`src/rtl/core/pcebd_pkg.sv`:
```
// Package: shared constants, codes and the quadrature step table for the port change decoder.
package pcebd_pkg;

	localparam int unsigned PortW  = 8;
	localparam int unsigned PinW   = 3;
	localparam int unsigned PhaseW = 3;
	localparam int unsigned CountW = 16;
	localparam int unsigned CfgIdxW = 3;
	localparam int unsigned CfgDataW = 3;

	localparam logic [PortW-1:0] LatchReset = 8'hff;

	localparam logic [5:0] DirCwFlag  = 6'h10;
	localparam logic [5:0] DirCcwFlag = 6'h20;
	localparam logic [5:0] DirMask    = 6'h30;
	localparam logic [5:0] PhaseMask  = 6'h0f;

	localparam logic [PinW-1:0] EncPinOneReset = 3'd0;
	localparam logic [PinW-1:0] EncPinTwoReset = 3'd1;
	localparam logic [PinW-1:0] BtnPinReset    = 3'd2;

	typedef enum logic [CfgIdxW-1:0] {
		CFG_ENC_ENABLE  = 3'd0,
		CFG_ENC_PIN_ONE = 3'd1,
		CFG_ENC_PIN_TWO = 3'd2,
		CFG_BTN_ENABLE  = 3'd3,
		CFG_BTN_PIN     = 3'd4
	} cfg_index_t;

	typedef enum logic [1:0] {
		EVT_NONE = 2'd0,
		EVT_CW   = 2'd1,
		EVT_CCW  = 2'd2
	} step_event_t;

	// Full-step table: phase in bits [3:0], direction flag in bits [5:4].
	function automatic logic [5:0] quad_next(input logic [PhaseW-1:0] phase,
			input logic [1:0] pins);
		logic [5:0] r;
		r = 6'h00;
		case ({phase, pins})
			5'b000_00: r = 6'h00;
			5'b000_01: r = 6'h02;
			5'b000_10: r = 6'h04;
			5'b000_11: r = 6'h00;
			5'b001_00: r = 6'h03;
			5'b001_01: r = 6'h00;
			5'b001_10: r = 6'h01;
			5'b001_11: r = DirCwFlag;
			5'b010_00: r = 6'h03;
			5'b010_01: r = 6'h02;
			5'b010_10: r = 6'h00;
			5'b010_11: r = 6'h00;
			5'b011_00: r = 6'h03;
			5'b011_01: r = 6'h02;
			5'b011_10: r = 6'h01;
			5'b011_11: r = 6'h00;
			5'b100_00: r = 6'h06;
			5'b100_01: r = 6'h00;
			5'b100_10: r = 6'h04;
			5'b100_11: r = 6'h00;
			5'b101_00: r = 6'h06;
			5'b101_01: r = 6'h05;
			5'b101_10: r = 6'h00;
			5'b101_11: r = DirCcwFlag;
			5'b110_00: r = 6'h06;
			5'b110_01: r = 6'h05;
			5'b110_10: r = 6'h04;
			5'b110_11: r = 6'h00;
			5'b111_00: r = 6'h00;
			5'b111_01: r = 6'h02;
			5'b111_10: r = 6'h04;
			5'b111_11: r = 6'h00;
			default: r = 6'h00;
		endcase
		return r;
	endfunction

endpackage

```
`src/rtl/core/port_change_encoder_button_decoder.sv`:
```
// Top level: decodes captured port values into encoder steps and button state.
//
//  channel   dir  handshake             payload
//  in        in   in_valid / in_ready   port_value
//  out       out  out_valid / out_ready changed_bits, step_event, position_count,
//                                       button_level, button_changed
//  cfg       in   cfg_we                cfg_index, cfg_data
//
// One transaction per cycle sustained while out_ready stays high; a transaction passes
// the input register, then the result register. Decode, table step and count update
// happen in the same cycle. Reset clears the latch to all ones, the phase, count and
// button state. A stalled output holds the result; the input register still takes a
// transaction when the result register frees in the same cycle.
module port_change_encoder_button_decoder (
	input  logic                                clk,
	input  logic                                arst_n,
	input  logic                                cfg_we,
	input  logic [pcebd_pkg::CfgIdxW-1:0]       cfg_index,
	input  logic [pcebd_pkg::CfgDataW-1:0]      cfg_data,
	input  logic                                in_valid,
	output logic                                in_ready,
	input  logic [pcebd_pkg::PortW-1:0]         port_value,
	output logic                                out_valid,
	input  logic                                out_ready,
	output logic [pcebd_pkg::PortW-1:0]         changed_bits,
	output logic [1:0]                          step_event,
	output logic signed [pcebd_pkg::CountW-1:0] position_count,
	output logic                                button_level,
	output logic                                button_changed
);

	logic                          enc_en_q;
	logic [pcebd_pkg::PinW-1:0]    enc_pin1_q;
	logic [pcebd_pkg::PinW-1:0]    enc_pin2_q;
	logic                          btn_en_q;
	logic [pcebd_pkg::PinW-1:0]    btn_pin_q;

	logic [pcebd_pkg::PortW-1:0]   latch_q;
	logic [pcebd_pkg::PhaseW-1:0]  phase_q;
	logic [pcebd_pkg::CountW-1:0]  total_q;
	logic                          seen_q;
	logic                          flip_q;

	logic                          valid_s1;
	logic [pcebd_pkg::PortW-1:0]   port_s1;

	logic                          out_valid_q;
	logic [pcebd_pkg::PortW-1:0]   changed_q;
	logic [1:0]                    event_q;

	logic                          out_free;
	logic                          advance;
	logic [pcebd_pkg::PortW-1:0]   diff;
	logic [pcebd_pkg::PortW-1:0]   emask;
	logic [pcebd_pkg::PortW-1:0]   hit;
	logic [pcebd_pkg::PortW-1:0]   pending;
	logic                          enc_upd;
	logic                          btn_upd;
	logic [1:0]                    pins;
	logic [5:0]                    nxt;
	logic [1:0]                    evt;
	logic [pcebd_pkg::PhaseW-1:0]  phase_d;
	logic [pcebd_pkg::CountW-1:0]  total_d;
	logic                          lvl;

	assign out_free = !out_valid_q || out_ready;
	assign advance  = valid_s1 && out_free;
	assign in_ready = !valid_s1 || out_free;

	always_comb begin
		diff    = port_s1 ^ latch_q;
		emask   = (8'b1 << enc_pin1_q) | (8'b1 << enc_pin2_q);
		hit     = emask & diff;
		enc_upd = enc_en_q && (hit != '0);
		pins    = {port_s1[enc_pin2_q], port_s1[enc_pin1_q]};
		nxt     = pcebd_pkg::quad_next(phase_q, pins);
		evt     = pcebd_pkg::EVT_NONE;
		phase_d = phase_q;
		total_d = total_q;
		pending = diff;
		if (enc_upd) begin
			phase_d = nxt[pcebd_pkg::PhaseW-1:0];
			pending = diff & ~hit;
			if ((nxt & pcebd_pkg::DirMask) == pcebd_pkg::DirCwFlag) begin
				total_d = total_q + 16'd1;
				evt     = pcebd_pkg::EVT_CW;
			end else if ((nxt & pcebd_pkg::DirMask) == pcebd_pkg::DirCcwFlag) begin
				total_d = total_q - 16'd1;
				evt     = pcebd_pkg::EVT_CCW;
			end
		end
		btn_upd = btn_en_q && pending[btn_pin_q];
		lvl     = port_s1[btn_pin_q];
	end

	always_ff @(posedge clk or negedge arst_n) begin
		if (!arst_n) begin
			enc_en_q   <= 1'b0;
			enc_pin1_q <= pcebd_pkg::EncPinOneReset;
			enc_pin2_q <= pcebd_pkg::EncPinTwoReset;
			btn_en_q   <= 1'b0;
			btn_pin_q  <= pcebd_pkg::BtnPinReset;
		end else if (cfg_we) begin
			case (cfg_index)
				pcebd_pkg::CFG_ENC_ENABLE:  enc_en_q   <= cfg_data[0];
				pcebd_pkg::CFG_ENC_PIN_ONE: enc_pin1_q <= cfg_data;
				pcebd_pkg::CFG_ENC_PIN_TWO: enc_pin2_q <= cfg_data;
				pcebd_pkg::CFG_BTN_ENABLE:  btn_en_q   <= cfg_data[0];
				pcebd_pkg::CFG_BTN_PIN:     btn_pin_q  <= cfg_data;
				default: ;
			endcase
		end
	end

	always_ff @(posedge clk or negedge arst_n) begin
		if (!arst_n) begin
			valid_s1    <= 1'b0;
			out_valid_q <= 1'b0;
			latch_q     <= pcebd_pkg::LatchReset;
			phase_q     <= '0;
			total_q     <= '0;
			seen_q      <= 1'b0;
			flip_q      <= 1'b0;
		end else begin
			if (in_ready)
				valid_s1 <= in_valid;
			if (out_free)
				out_valid_q <= valid_s1;
			if (advance) begin
				latch_q <= port_s1;
				phase_q <= phase_d;
				total_q <= total_d;
				if (btn_upd) begin
					flip_q <= (lvl != seen_q);
					seen_q <= lvl;
				end
			end
		end
	end

	always_ff @(posedge clk) begin
		if (in_ready && in_valid)
			port_s1 <= port_value;
		if (advance) begin
			changed_q <= diff;
			event_q   <= evt;
		end
	end

	assign out_valid      = out_valid_q;
	assign changed_bits   = changed_q;
	assign step_event     = event_q;
	assign position_count = total_q;
	assign button_level   = seen_q;
	assign button_changed = flip_q;

endmodule

```
`config.mk`:
```
export PLATFORM = sky130hd
export DESIGN_NAME = port_change_encoder_button_decoder
export DESIGN_NICKNAME = d
export VERILOG_FILES = /design/src/rtl/core/pcebd_pkg.sv /design/src/rtl/core/port_change_encoder_button_decoder.sv
export SDC_FILE = /design/constraint.sdc
export NUM_CORES = 1
export LEC_CHECK = 0
export BUFFER_PORTS_ARGS = -buffer_cell sky130_fd_sc_hd__buf_2
export CORE_UTILIZATION = 45
export DETAILED_ROUTE_END_ITERATION = 8
export GPL_TIMING_DRIVEN = 0
export PLACE_DENSITY = 0.68
export SLEW_MARGIN = 20
export SYNTH_ARGS = -nofsm -noshare
export SYNTH_HDL_FRONTEND = slang
export SYNTH_SLANG_ARGS = --single-unit
export TNS_END_PERCENT = 20
```
`constraint.sdc`:
```
create_clock -name clk -period 7.3 [get_ports clk]
set_clock_uncertainty 0.2 [all_clocks]
set_input_delay 1.46 -clock clk [delete_from_list [all_inputs] [get_ports clk]]
set_output_delay 1.46 -clock clk [all_outputs]
set_load 0.01 [all_outputs]
```
Word-level counts from Yosys, hierarchy flattened. Memories as Yosys holds them, arrays and structs flattened. Index checks and enable logic that the tools add are counted.

Mux-type cells: 13. Bitwise gates (word level): 6. Eq/ne operators: 7. $add $sub $neg: 2. Shift operators: 2. Reductions and logical operators: 20. $lt $le $gt $ge: 3.

Operators with widths (count): $mux W16 (2); $add A16 B1 Y16 const B (1); $and A8 B8 Y8 (2); $shl A1 B3 Y8 const A (2); $sub A16 B1 Y16 const B (1); $reduce_and A2 Y1 (7); $bmux W1 S3 (4); $lt A3 B4 Y1 const B (3); $mux W8 (1); $not A8 Y8 (1); $or A8 B8 Y8 (1); $reduce_bool A8 Y1 (1); $xor A8 B8 Y8 (1); $eq A3 B2 Y1 const B (2); $mux W1 (5); $logic_and A1 B1 Y1 (4); $eq A3 B1 Y1 const B (1); $eq A3 B3 Y1 const B (1); $logic_not A3 Y1 (1); $reduce_and A3 Y1 (1); $eq A2 B1 Y1 const B (1); $eq A2 B2 Y1 const B (1); $logic_not A1 Y1 (2); $logic_or A1 B1 Y1 (2); other kinds (5) (5).

Memories: 1. Memory bits (read-only): 160. Bits of input ports: 19. Register bits: 60. Output and inout bits: 30.

Memory list: (name not given) (depth 32, bits a word 5, rd ports 1, clocked after Yosys merged registers in 0, wr ports 0, line pcebd_pkg.sv:41) `case ({phase, pins})`.

Depth between registers and ports, before layout. Gate-level depths: netlist of the first run.

Word-level depth: 10. Mapped depth: 15. Mapped depth without buffers: 14.

Worst setup path before layout of the first run. No wires, ideal clock.

Kind: register -> register. From: reg enc_pin2_q[0] (netlist name). To: reg total_q, in the netlist position_count[14]. Cell stages (with the launch flop): 15. Clock period less this slack: 4.322 ns. Slack: 2.978 ns. Path buffers: 1. Data arrival time: 4.054 ns. Setup time: 0.069 ns. Required time: 7.031 ns. Cells stage by stage: dfstp_2 -> buf_4 -> mux4_2 -> mux2i_1 -> a211oi_1 -> nand2b_1 -> ha_1 -> nor2b_1 -> o21a_1 -> o21ai_0 -> a211oi_1 -> o31a_1 -> o221a_2 -> or4_1 -> nand3_1.

Cells in the longest elaborated chain, start to end: 6. Elaborated cells on any way between the ends: 13.

Ends and longest elaborated chain: from (decl) (line port_change_encoder_button_decoder.sv:34) `logic [pcebd_pkg::PinW-1:0] enc_pin2_q;`; from (signal assigned) (line port_change_encoder_button_decoder.sv:100) `enc_pin2_q <= pcebd_pkg::EncPinTwoReset;`; from (signal assigned) (line port_change_encoder_button_decoder.sv:107) `pcebd_pkg::CFG_ENC_PIN_TWO: enc_pin2_q <= cfg_data;`; $bmux W1 S3 or $shl A1 B3 Y8 (tied branches) (line port_change_encoder_button_decoder.sv:75, port_change_encoder_button_decoder.sv:72); $mux W1 (implied by the code) or $or A8 B8 Y8 (tied branches) (line port_change_encoder_button_decoder.sv:75, port_change_encoder_button_decoder.sv:72); $mem_v2 Z32 W5 or $and A8 B8 Y8 (tied branches); $eq A2 B1 Y1 (tied with other cells) (line port_change_encoder_button_decoder.sv:84) `if ((nxt & pcebd_pkg::DirMask) == pcebd_pkg::DirCwFlag) begin`; $reduce_bool A2 Y1 (no line) or $logic_and A1 B1 Y1 (tied branches); $reduce_and A3 Y1 (no line); to (signal assigned) (line port_change_encoder_button_decoder.sv:132) `total_q <= total_d;`; to (decl) (line port_change_encoder_button_decoder.sv:40) `logic [pcebd_pkg::CountW-1:0] total_q;`.

Several ways; a longest one is shown, not always the timed one. The select of a mux whose other input is x is not followed. A chain may end at the register's enable or synchronous reset.

Final worst setup path of the first run. Same ends and word-level chain as after synthesis.

==> Flow_metrics.wiki, run 1 <==
{| class="wikitable"
! Metric !! Value
|-
| Std-Cell Core Area || 0.00777 mm^2
|-
| Largest area contributor in the synthesized netlist || dfrtp_1
|-
| HP Start || latch_q[1]
|-
| Post-layout min period || 4.98 ns
|-
| Initial core utilization || 0.470
|-
| Register area || 0.00160 mm^2
|-
| Number of buffers inserted by hold repair at cts || 0
|-
| Mean number of vias per cell || 5.63
|-
| Area share of the largest cell type after synthesis || 0.219
|-
| CTS tree || done
|-
| Area growth from synthesis to layout || 14.4%
|-
| Worst-case setup margin in the final layout || 2.32 ns
|-
| Worst Setup Slack post-DPL || 2.39 ns
|-
| Areal power density over the cells || 403 mW/mm^2
|-
| Maximum number of pins on one net before global-route repair || 43
|-
| Maximum clock rate || 0.201 GHz
|-
| Post-DRT Antenna Nets || 0
|-
| Peak supply drop || 327 uV
|-
| Final max-slew violation count || 0
|-
| HPWL after DPL || 5370 um
|-
| Clock transition at the registers of the reported paths || 0.06 ns
|-
| Routability congestion estimate from global placement || 0.849
|-
| Synthesis-stage register bit count || 60
|-
| Top cells by instance count after synthesis || 53 x nand2_1, 32 x dfrtp_1, 29 x o21ai_0
|-
| Arrival time of data at the critical path endpoint || 5.05 ns
|-
| R2r setup slk || 2.32 ns
|-
| Number of inserted diodes || 0
|-
| CP max stage delay || 0.56 ns
|-
| Status || finished, final reports clean
|-
| Crit-path slowest cell || nand2b_1
|-
| Worst min-delay path class || register to register
|-
| Die outline area || 0.00848 mm^2
|-
| Leakage power of the design || 1.81 nW
|-
| Commonest register cell after synthesis || dfrtp_1
|-
| Number of buffers inserted by post-CTS setup repair || 0
|-
| Number of filler cells placed in the layout || 720
|-
| Clock tree buffer depth || 2
|-
| Unrepaired setup endpoints after global routing || no
|-
| Synth top area cells || dfrtp_1 22%, edfxtp_1 15%, dfstp_2 7.2%
|-
| Top-count cell post-synth || nand2_1
|-
| Cells on worst reg2reg path || 14
|-
| CTS Root Cell || clkbuf_8
|-
| CP cell instances || buf_4 > mux4_2 > mux2i_1 > a211oi_1 > nand2b_1 > ha_1 > nor2b_1 > o21a_1 > o21ai_0 > a211oi_1 > o31a_1 > o221a_2 > or4_1 > nand3_1
|-
| Number of resized instances in the post-cts repair step || 0
|-
| Buffers on Ports || 48
|-
| Global-route wire length before repair || 12,600 um
|-
| Number of levels the H-tree was split into || 3
|-
| Max-cap violations || 0
|-
| Worst flop-to-flop path endpoint || position_count[14]
|-
| WL final || 7520 um
|-
| Number of sinks driven by the clock tree || 60
|-
| Least-Margin Pin Slew || 0.966 ns
|-
| Critical path's top delay family || compound AO/OA/AOI/OAI gates
|-
| CP Data Required Time || 7.38 ns
|-
| Portion of the post-synthesis area used by sequential elements || 0.439
|-
| Largest fanout on the critical path || 16
|-
| Number of antenna violations at the first check in global routing || 0
|-
| Routed via count || 2,911
|-
| Initial drt markers || 140
|-
| Reg2Reg Launch Point || enc_pin2_q[0]
|-
| Rel. slew slack || 0.356
|-
| All-layer global routing usage || 0.192
|-
| Async SR Flop Fraction || 0.700
|-
| Dominant cell type by count on the critical path || a211oi_1
|-
| Total area of multi-input combinational cells || 0.00191 mm^2
|-
| Fin Setup TNS || 0 ns
|-
| Worst skew pair latency || 0.34 ns
|-
| Endpoint of the worst hold-timing path || latch_q[1]
|-
| Mapped Nets || 385
|-
| # nets final || 444
|-
| Height of the die || 92.1 um
|-
| Nature of the critical path startpoint || register
|-
| Endpoint type of the worst setup path || register
|-
| Synth Cell Area || 0.00365 mm^2
|-
| Kind of critical path || register to register
|-
| Count of standard-cell rows || 32
|-
| Post-Layout Inst Area || 0.00418 mm^2
|-
| First drt pass iteration count || 4
|-
| Cell area after placement || 0.00402 mm^2
|-
| Fin crit share || 0.682
|-
| Synth Area per Inst || 10.4 um^2
|-
| Final total power || 0.00168 W
|-
| I/O pin cnt || 49
|-
| Final Util || 0.538
|-
| Chip Width || 92.1 um
|-
| Post-DR wirelength/cell || 14.5 um
|-
| Via count of the first global-routing pass || 2,653
|-
| Total count of hold-check failures in the final report || 0
|-
| Synthesized instance count || 351
|-
| Fraction of layout cells with a size suffix above 1 || 0.253
|-
| Number of cells on the worst hold path || 2
|-
| Buffer and inverter count on the worst path || 1
|-
| Distinct cells, synth || 69
|-
| Remaining global-route overflow || 0
|-
| Final setup vio count || 0
|-
| Cts bufs inserted || 9
|-
| Synthesis warning total || 0
|-
| Remaining routing DRC violations || 0
|-
| Number of enable-type register cells in the synthesized netlist || 18
|}
[flip-flops by register name, summed over array words and instances, names as in the netlist, 2 cells and up]
register,cells
latch_q,8
step_event,2
phase_q,3
position_count,16
btn_pin_q,3
enc_pin1_q,3
changed_bits,8
port_s1,8
enc_pin2_q,3
[worst min-delay path, cell delays in order (launching register included)]
cell and delay (ns):
dfstp_2 0.37, nand2_1 0.05, nand2_1 0.04
[per-stage QoR]
step / hold WS [ns] / std cells
finish: 0.266 / 517
global route: 0.276 / 517
CTS: 0.267 / 517
detailed placement: 0.256 / 501
global placement: 0.253 / 501
floorplan: 0.246 / 351
[final cells by class]
class                           count  share of cell area
Buffer                             14              0.0213
Clock buffer                       10              0.0306
Clock inverter                      6             0.00749
Inverter                           13              0.0117
Multi-Input combinational cell    264               0.457
Sequential cell                    60               0.384
Tap cell                          102              0.0306
Timing Repair Buffer               48              0.0575
[cell usage in the layout (no fill, tap or decap), drive strengths merged, types with 3 or more instances in the layout]
cell type,count
a21oi,9
nor4b,6
clkbuf,14
buf,58
o21ai,29
or3,4
o21a,4
a22o,3
dfrtp,32
dfstp,10
xnor2,7
clkinv,5
and3,3
nand2b,12
nor3b,3
o22ai,5
xor2,13
a31oi,4
ha,14
mux2,12
nand2,53
nor2,15
nor3,10
nand3,4
a211oi,5
inv,13
edfxtp,18
mux2i,3
mux4,6
[routing by layer]
layer / track usage / vias to the layer above / share of wire
li1: - / 1416 / -
met1: 0.267 / 1400 / 0.49
met2: 0.283 / 78 / 0.43
met3: 0.0373 / 17 / 0.052
met4: 0.103 / 0 / 0.026
met5: 0 / - / 0
[where the power goes]
group	switching (W)	internal, W
Sequential	0.0000638	0.000435
Clock	0.000128	0.000119
Combinational	0.000492	0.000445
Total	0.000683	0.000999
[worst max path at each step]
| stage | depth (start not counted) | endpoint | slack, ns | start |
|---|---|---|---|---|
| 2_1_floorplan | 14 | position_count[14] | 2.98 | enc_pin2_q[0] |
| 3_3_place_gp | 14 | position_count[14] | 2.38 | enc_pin2_q[0] |
| 3_5_place_dp | 14 | position_count[14] | 2.39 | enc_pin2_q[0] |
| 4_1_cts | 14 | position_count[14] | 2.35 | enc_pin2_q[0] |
| 5_1_grt | 14 | position_count[14] | 2.08 | enc_pin2_q[0] |
| 6_report | 14 | position_count[14] | 2.32 | enc_pin2_q[0] |
[kinds of logic after synthesis]
| group | after synthesis | synth area share |
|---|---|---|
| and+or+nand+nor | 122 | 0.169 |
| AOI/OAI and AO/OA | 86 | 0.168 |
| DFF | 60 | 0.439 |
| buffers and inverters | 27 | 0.0377 |
| muxes | 21 | 0.0843 |
| xor gates and xnor gates | 20 | 0.0480 |
| adders and majority gates | 15 | 0.0535 |
Power figures use the tool's default switching activity.
==> run 2, diff against run 1 <==
Settings changed: ABC_AREA set to 1, PLACE_DENSITY 0.68 to 0.7.
Clock period 7.3 ns to 4.1 ns, I/O delays scaled along.
==> Flow_metrics.wiki, run 2 <==
{| class="wikitable"
! Metric !! Value
|-
| First drt pass iteration count || 5
|-
| Largest area contributor in the synthesized netlist || dfrtp_1
|-
| Clock transition at the registers of the reported paths || 0.07 ns
|-
| Count of non-filler cells in the finished layout || 624
|-
| Post-DR wirelength/cell || 13.4 um
|-
| Final setup vio count || 0
|-
| Top cells by instance count after synthesis || 119 x nand2_1, 51 x o21ai_0, 50 x inv_1
|-
| Max-cap violations || 0
|-
| Via count of the first global-routing pass || 3,038
|-
| Peak supply drop || 269 uV
|-
| Max FFs per register || 16
|-
| CP cell instances || buf_4 > nor2_4 > inv_1 > o22ai_1 > nor2_1 > nand2_1 > nand2_1 > nor3_2 > inv_1 > nor2_1 > inv_2 > ha_1 > a21oi_1 > a21boi_1 > o21ai_2 > nand3_1 > nand2_1 > nand2_1 > nand3_2 > xnor2_1
|-
| Number of levels the H-tree was split into || 3
|-
| HPWL after DPL || 6170 um
|-
| Synth top area cells || dfrtp_1 22%, edfxtp_1 15%, nand2_1 12%
|-
| Kind of critical path || register to register
|-
| CTS tree || done
|-
| Die outline area || 0.00845 mm^2
|-
| Reg2Reg Launch Point || enc_pin1_q[1]
|-
| Least-Margin Pin Slew || 0.552 ns
|-
| Number of inserted diodes || 0
|-
| Final Util || 0.541
|-
| Leading cell types in the layout, fill and taps excluded || 119 x nand2_1, 52 x buf_2, 49 x inv_1
|-
| Rel. slew slack || 0.632
|-
| Synth Area per Inst || 7.94 um^2
|-
| Crit-path slowest cell || ha_1
|-
| Worst Setup Slack post-DPL || -0.116 ns
|-
| Synthesis-stage register bit count || 60
|-
| Buffer and inverter count on the worst path || 4
|-
| Arrival time of data at the critical path endpoint || 3.82 ns
|-
| Dominant cell type by count on the critical path || nand2_1
|-
| Areal power density over the cells || 597 mW/mm^2
|-
| Endpoint type of the worst setup path || register
|-
| Synthesis warning total || 0
|-
| Synthesized instance count || 458
|-
| Fraction of layout cells with a size suffix above 1 || 0.193
|-
| Count of standard-cell rows || 32
|-
| Status || finished, final reports clean
|-
| Buffers on Ports || 48
|-
| Final max-slew violation count || 0
|-
| Chip Width || 91.9 um
|-
| Maximum clock rate || 0.263 GHz
|-
| CTS Root Cell || clkbuf_8
|-
| Placed instance count || 608
|-
| Worst-case setup margin in the final layout || 0.297 ns
|-
| # nets final || 551
|-
| Routed via count || 3,293
|-
| Area share of the largest cell type after synthesis || 0.220
|-
| Number of enable-type register cells in the synthesized netlist || 18
|-
| Initial drt markers || 226
|-
| Top-count cell post-synth || nand2_1
|-
| Largest fanout on the critical path || 15
|-
| Worst min-delay path class || input pin to async pin
|-
| CP max stage delay || 0.41 ns
|-
| Clock tree buffer depth || 2
|-
| Most common cell after layout, fill and taps aside || nand2_1
|-
| Portion of the post-synthesis area used by sequential elements || 0.441
|-
| Distinct cells, synth || 37
|-
| Synth Cell Area || 0.00364 mm^2
|-
| Crit path from || enc_pin1_q[1]
|-
| Post-layout min period || 3.80 ns
|-
| Remaining global-route overflow || 0
|-
| Routability congestion estimate from global placement || 0.987
|-
| Worst skew pair latency || 0.33 ns
|-
| Async SR Flop Fraction || 0.700
|-
| Cts bufs inserted || 9
|-
| Number of buffers inserted by post-CTS setup repair || 0
|-
| Area growth from synthesis to layout || 15.5%
|-
| Fin crit share || 0.927
|-
| CP Data Required Time || 4.12 ns
|-
| Height of the die || 91.9 um
|-
| Post-DRT Antenna Nets || 0
|-
| Commonest register cell after synthesis || dfrtp_1
|-
| Total count of hold-check failures in the final report || 0
|-
| Number of sinks driven by the clock tree || 60
|-
| I/O pin cnt || 49
|-
| All-layer global routing usage || 0.212
|-
| Initial core utilization || 0.468
|-
| Critical path's top delay family || simple AND/OR/NAND/NOR gates
|-
| Nature of the critical path startpoint || register
|-
| Std-Cell Core Area || 0.00777 mm^2
|-
| Mapped Nets || 492
|-
| Mean number of vias per cell || 5.28
|-
| Number of antenna violations at the first check in global routing || 0
|-
| WL final || 8370 um
|-
| Remaining routing DRC violations || 0
|-
| Final total power || 0.00251 W
|-
| Maximum number of pins on one net before global-route repair || 43
|-
| Global-route wire length before repair || 14,200 um
|-
| Leakage power of the design || 2.13 nW
|}
==> run 2: logic make-up after synthesis <==
group	after synthesis	share of synthesized area
xor+xnor	19	0.0458
buf+inv	67	0.0771
simple gates	196	0.235
fa+ha+maj	15	0.0537
flops	60	0.441
compound gates	101	0.148
==> run 2: final cells by class <==
class	instances	area, um^2
Buffer	10	66.3
Clock buffer	15	176
Clock inverter	1	5.00
Fill cell	759	3560
Inverter	57	214
Multi-Input combinational cell	331	1770
Sequential cell	60	1600
Tap cell	102	128
Timing Repair Buffer	48	243
==> run 2: metal layers <==
layer	routed length, um	global-route usage	part of all wire
met1	4050	0.297	0.48
met2	3670	0.331	0.44
met3	467	0.0323	0.056
met4	176	0.0807	0.021
met5	0	0	0
==> run 2: report_power, final <==
group	switching (W)	leakage, nW	internal, W
sequential	0.0000931	0.695	0.000763
combinational	0.000732	1.35	0.000432
clock	0.000220	0.0937	0.000269
total	0.00105	2.13	0.00146
==> run 2: path summary, 6_finish.rpt <==
check / end / slack [ns] / cells after the start
worst max-delay path: position_count[15] / 0.30 / 20
worst min-delay path: phase_q[1] / 0.26 / 1
worst max register to register: position_count[15] / 0.30 / 20
worst min register to register: position_count[15] / 0.27 / 1
max in group asynchronous: latch_q[2] / 3.03 / 1
min in group clk: position_count[15] / 0.27 / 1
==> run 2: what timing repair did <==
action	CTS	global route
hold buffers	0	0
endpoints found under the setup margin	4	8
resized for setup	2	6
==> run 2: per-stage QoR <==
step	hold WS [ns]	area, um^2	TNS [ns]
after global routing	0.311	4200	-0.0138
after CTS	0.276	4190	0
final	0.264	4200	0
after floorplan	0.253	3640	0
after detailed placement	0.267	4010	-0.211
after global placement	0.258	4010	-0.271
